File: src/etca_pkg.sv
// Shared constants, codes and controller/datapath link types for the channel allocator.
`default_nettype none

package etca_pkg;

  // Table size and time width
  localparam int CHANNELS  = 4096;
  localparam int IDX_BITS  = $clog2(CHANNELS);
  localparam int TIME_BITS = 40;

  // Fixed field widths of the request and result words
  localparam int FUNC_W  = 2;
  localparam int NOW_W   = 40;
  localparam int COOL_W  = 24;
  localparam int INDEX_W = 12;

  // Hold and bound widths; compare and sum widths cover both the table time and the constants
  localparam int HOLD_BITS  = 36;
  localparam int BOUND_BITS = 37;
  localparam int CMP_BITS   = (TIME_BITS > BOUND_BITS) ? TIME_BITS : BOUND_BITS;
  localparam int SUM_BITS   = ((TIME_BITS > HOLD_BITS) ? TIME_BITS : HOLD_BITS) + 1;

  // 99999999 s scan bound and 366 day permanent hold, in ms
  localparam logic [CMP_BITS-1:0]  SCAN_BOUND_MS     = CMP_BITS'(64'd99999999000);
  localparam logic [HOLD_BITS-1:0] PERMANENT_HOLD_MS = HOLD_BITS'(64'd31622400000);
  localparam logic [TIME_BITS-1:0] TIME_MAX          = '1;

  // Request codes
  typedef enum logic [FUNC_W-1:0] {
    FUNC_TIMED = 2'd0,
    FUNC_PERM  = 2'd1,
    FUNC_FREE  = 2'd2
  } func_t;

  // Controller to datapath commands
  typedef struct packed {
    logic clear;
    logic take;
    logic scan;
    logic write;
    logic load;
  } etca_cmd_t;

  // Datapath to controller status
  typedef struct packed {
    logic clr_last;
    logic in_alloc;
    logic scan_done;
    logic out_free;
  } etca_sts_t;

endpackage

`default_nettype wire

File: src/etca_ctrl.sv
// Sequencing state machine: clear sweep, request intake, table scan, update, result.
`default_nettype none

module etca_ctrl
  import etca_pkg::*;
(
  input  logic      clk,
  input  logic      rst,
  input  logic      req_valid,
  input  etca_sts_t sts,
  output etca_cmd_t cmd
);

  typedef enum logic [4:0] {
    ST_CLEAR  = 5'b00001,
    ST_IDLE   = 5'b00010,
    ST_SCAN   = 5'b00100,
    ST_WRITE  = 5'b01000,
    ST_RESULT = 5'b10000
  } state_t;

  state_t state;
  state_t state_next;

  // Advance the sequence
  always_comb begin
    state_next = state;
    case (state)
      ST_CLEAR: begin
        if (sts.clr_last) state_next = ST_IDLE;
      end
      ST_IDLE: begin
        if (req_valid) state_next = sts.in_alloc ? ST_SCAN : ST_WRITE;
      end
      ST_SCAN: begin
        if (sts.scan_done) state_next = ST_WRITE;
      end
      ST_WRITE: begin
        state_next = ST_RESULT;
      end
      ST_RESULT: begin
        if (sts.out_free) state_next = ST_IDLE;
      end
      default: begin
        state_next = ST_CLEAR;
      end
    endcase
  end

  always_ff @(posedge clk) begin
    if (rst) state <= ST_CLEAR;
    else     state <= state_next;
  end

  // Decode commands from the state
  always_comb begin
    cmd.clear = (state == ST_CLEAR);
    cmd.take  = (state == ST_IDLE);
    cmd.scan  = (state == ST_SCAN);
    cmd.write = (state == ST_WRITE);
    cmd.load  = (state == ST_RESULT);
  end

endmodule

`default_nettype wire

File: config.mk
export PLATFORM = sky130hd
export DESIGN_NAME = etca_ctrl
export DESIGN_NICKNAME = d
export VERILOG_FILES = /design/src/etca_pkg.sv /design/src/etca_ctrl.sv
export SDC_FILE = /design/constraint.sdc
export NUM_CORES = 1
export LEC_CHECK = 0
export ABC_AREA = 1
export BUFFER_PORTS_ARGS = -buffer_cell sky130_fd_sc_hd__buf_2
export CAP_MARGIN = 20
export CORE_AREA = 5 5 42 44
export DETAILED_ROUTE_END_ITERATION = 10
export DIE_AREA = 0 0 47 49
export GPL_ROUTABILITY_DRIVEN = 0
export SLEW_MARGIN = 25
export SYNTH_ARGS = -nofsm -noshare
export SYNTH_HDL_FRONTEND = slang
export SYNTH_SLANG_ARGS = --single-unit
File: constraint.sdc
create_clock -name clk -period 1.2 [get_ports clk]
set_clock_uncertainty 0.1 [all_clocks]
set_input_delay 0.36 -clock clk [delete_from_list [all_inputs] [get_ports clk]]
set_output_delay 0.36 -clock clk [all_outputs]
set_load 0.03 [all_outputs]
Word level (Yosys, flattened, before mapping). Cells that the tools add are included.

Register bits: 5. Bits of input ports: 7. Output and inout bits: 5. Logic and storage cells: 17.

Equal/unequal tests: 9. Mux-type cells: 6. Reductions and logical operators: 1.

Operators by type and width (number): $pmux W5 S5 (1); $mux W5 (4); $ne A2 B2 Y1 const B (4); $eq A5 B1 Y1 const B (1); $eq A5 B2 Y1 const B (1); $eq A5 B3 Y1 const B (1); $eq A5 B4 Y1 const B (1); $eq A5 B5 Y1 const B (1); $mux W4 (1); $reduce_and A4 Y1 (1).

Longest topological paths before layout.
Depth in word-level cells: 3. Gate-level depth with buffers: 8. Gate-level depth less buffers: 8.

Worst setup path after synthesis. OpenSTA, ideal clock, no wires.

Path kind: reg-to-reg. From: register state[2]. To: register state[0]. Library setup time: 0.121 ns. Arrival: 1.237 ns. Data required time: 0.979 ns. Slack: -0.258 ns. Cell stages (with the launch flop): 7. Path buffers: 0. Clock period less this slack: 1.458 ns. Cell sequence: dfxtp_1 nor2_4 nand2_1 nor2_1 nor2_1 nand4_1 nand3_1.

RTL lines: start, declared (line etca_ctrl.sv:22) `state_t state;`; start signal, assigned (line etca_ctrl.sv:52) `else state <= state_next;`.

==> results.toml <==
[outcome]
outcome = "finished with violations"
violations = "negative setup slack"

[final_layout]
fillCellCount = 158
layout_common_cells = "buf_4 (14), nor2_2 (8), buf_6 (7)"
reg_top3 = "state: 5 flops"
ff_latch_area_um2 = 115
syn_to_final_growth_pct = 93.0
fin_cells = 99
nets = 91
final_core_util_pct = 46.9
largest_register_ffs = 5
top_register = "state"
multi_input_area_um2 = 236
final_common_cell = "buf_4"
n_antenna_cell = 0
drive_gt1_share_pct = 73.5

[clocking]
cts_max_level = 1
clk_pin_slew_worst_paths_ps = 50
postCtsHoldBufs = 0
cts.sinks = 5
numCtsBuffers = 3
clock_path_buffers = 2
clkLatencyLatePin_ps = 250
clockRootBuffer = "clkbuf_4"
cts_tree = "done"

[worst_setup_path]
cp_max_fo = 4
cp_slowest_cell = "dfxtp_4"
crit_chain = "nor2_4, nand4_1, inv_2, buf_6"
crit_family = "flip-flops"
worst_path_largest_cell_delay_ps = 350
cp-end-kind = "output port"
crit_type = "flop to output port"
cp.arrival_ps = 1120
cp-start-kind = "flop"
worstPathRequired_ps = 740
critPathBufInv = 2

[global_route]
grt_pass1_wl_mm = 1.64
first_global_vias = 432
antenna_found_initial = 0
grt_overflow = 0
grtUsageTotal_pct = 9.71
grt_max_degree = 8

[sta]
slew_headroom_pct = 87.3
finalSetupViolCount = 10
fin_crit_sh_pct = 132
fin_ws_ps = -382
fin_crit_ps = 1580
drv_slew = 0
tightest_slew_ps = 188
max_freq_ghz = 0.632
hold_viol = 0
rsz0062_at_grt = "yes"

[synthesis]
ys_ff_latch = 5
syn_area_um2 = 340
synth.distinct_cells = 13
ys_seq_area_share_pct = 29.4
yosysWarnings = 0
synth_cells = 52
synthesis.nets = 59
synth_area_per_cell_um2 = 6.54

[routing]
route.detailed.drc = 0
wl_per_cell_um = 9.59
num_vias = 422
dr.pass1.iters = 3
via_per_inst = 4.26
drt_iter0_drc = 2
ant_nets = 0
wl_um = 949

[job]
drv_cap = 0

[pwr]
peakVddDrop_v = 0.000872
leakage_nw = 0.335
power.density_nw_per_um2 = 2210

[placement]
port_buffers = 11
dp_hpwl_um = 710
dp_slack_ps = -208
post-place-cells = 87

[die]
die_w_um = 47
die_h_um = 49
fp.coreArea_um2 = 1400
dieArea_um2 = 2300
start_util_pct = 24.3
pin_count = 12
fp-row-count = 14

[hold_path]
hp-class = "primary input to flop"
## per-stage QoR
stage,power [W],hold WS [ps],area [um^2],setup TNS [ps]
2_1_floorplan,0.000780,324,368,-164
6_report,0.00145,210,657,-2470
3_3_place_gp,0.000979,444,503,-1150
5_1_grt,0.00156,209,657,-3120
3_5_place_dp,0.000983,443,503,-1250
4_1_cts,0.00139,201,624,-2400
## power by group
group	internal [W]	switching, W
Combinational	0.000471	0.000472
Clock	0.000126	0.0000738
Sequential	0.000239	0.0000697
Total	0.000837	0.000615
## kinds of logic (layout without fill, tap and decap cells)
family	Yosys count	count (layout)	share of synthesized area, %
compound gates	2	2	2.94
buf+inv	12	43	13.2
flops	5	5	29.4
simple gates	33	33	54.4
## repair_timing
| action | in CTS | in global routing |
|---|---|---|
| endpoints found under the setup margin | 9 | 10 |
| setup buffers | 7 | 4 |
| pin swaps | 9 | 11 |
| resized for setup | 17 | 5 |
## cell type report
type | count | share of cell area [%]
inverter | 12 | 6.86
multi-input combinational | 35 | 36.0
timing repair buffer | 27 | 32.6
clock buffer | 4 | 4.00
tap | 16 | 3.05
sequential | 5 | 17.5
## Yosys cell counts
library cell  number  area, um^2
nand3_1            2        10.0
nor2_2             7        43.8
nand2_1            8        30.0
o21ai_0            1        5.00
nor2_1             5        18.8
nand3_2            1        10.0
inv_1             11        41.3
nand2_2            2        12.5
inv_2              1        3.75
nor2_4             2        22.5
nand4_1            6        37.5
dfxtp_1            5         100
a21oi_1            1        5.00
## worst paths after layout
check / cells past startpoint / startpoint / end / slack, ps
max: 4 / state[1] / cmd[1] / -380
min: 2 / rst / state[3] / 210
max reg2reg: 9 / state[1] / state[1] / -190
min reg2reg: 3 / state[1] / state[1] / 520
## metal layers
metal | GRT usage, % | part of all wire (%)
met5 | 0 | 0
met2 | 15.2 | 48
met4 | 5.53 | 2.6
met3 | 2.58 | 6.0
met1 | 11.4 | 43
No activity file was read; power rests on OpenSTA's default activity.
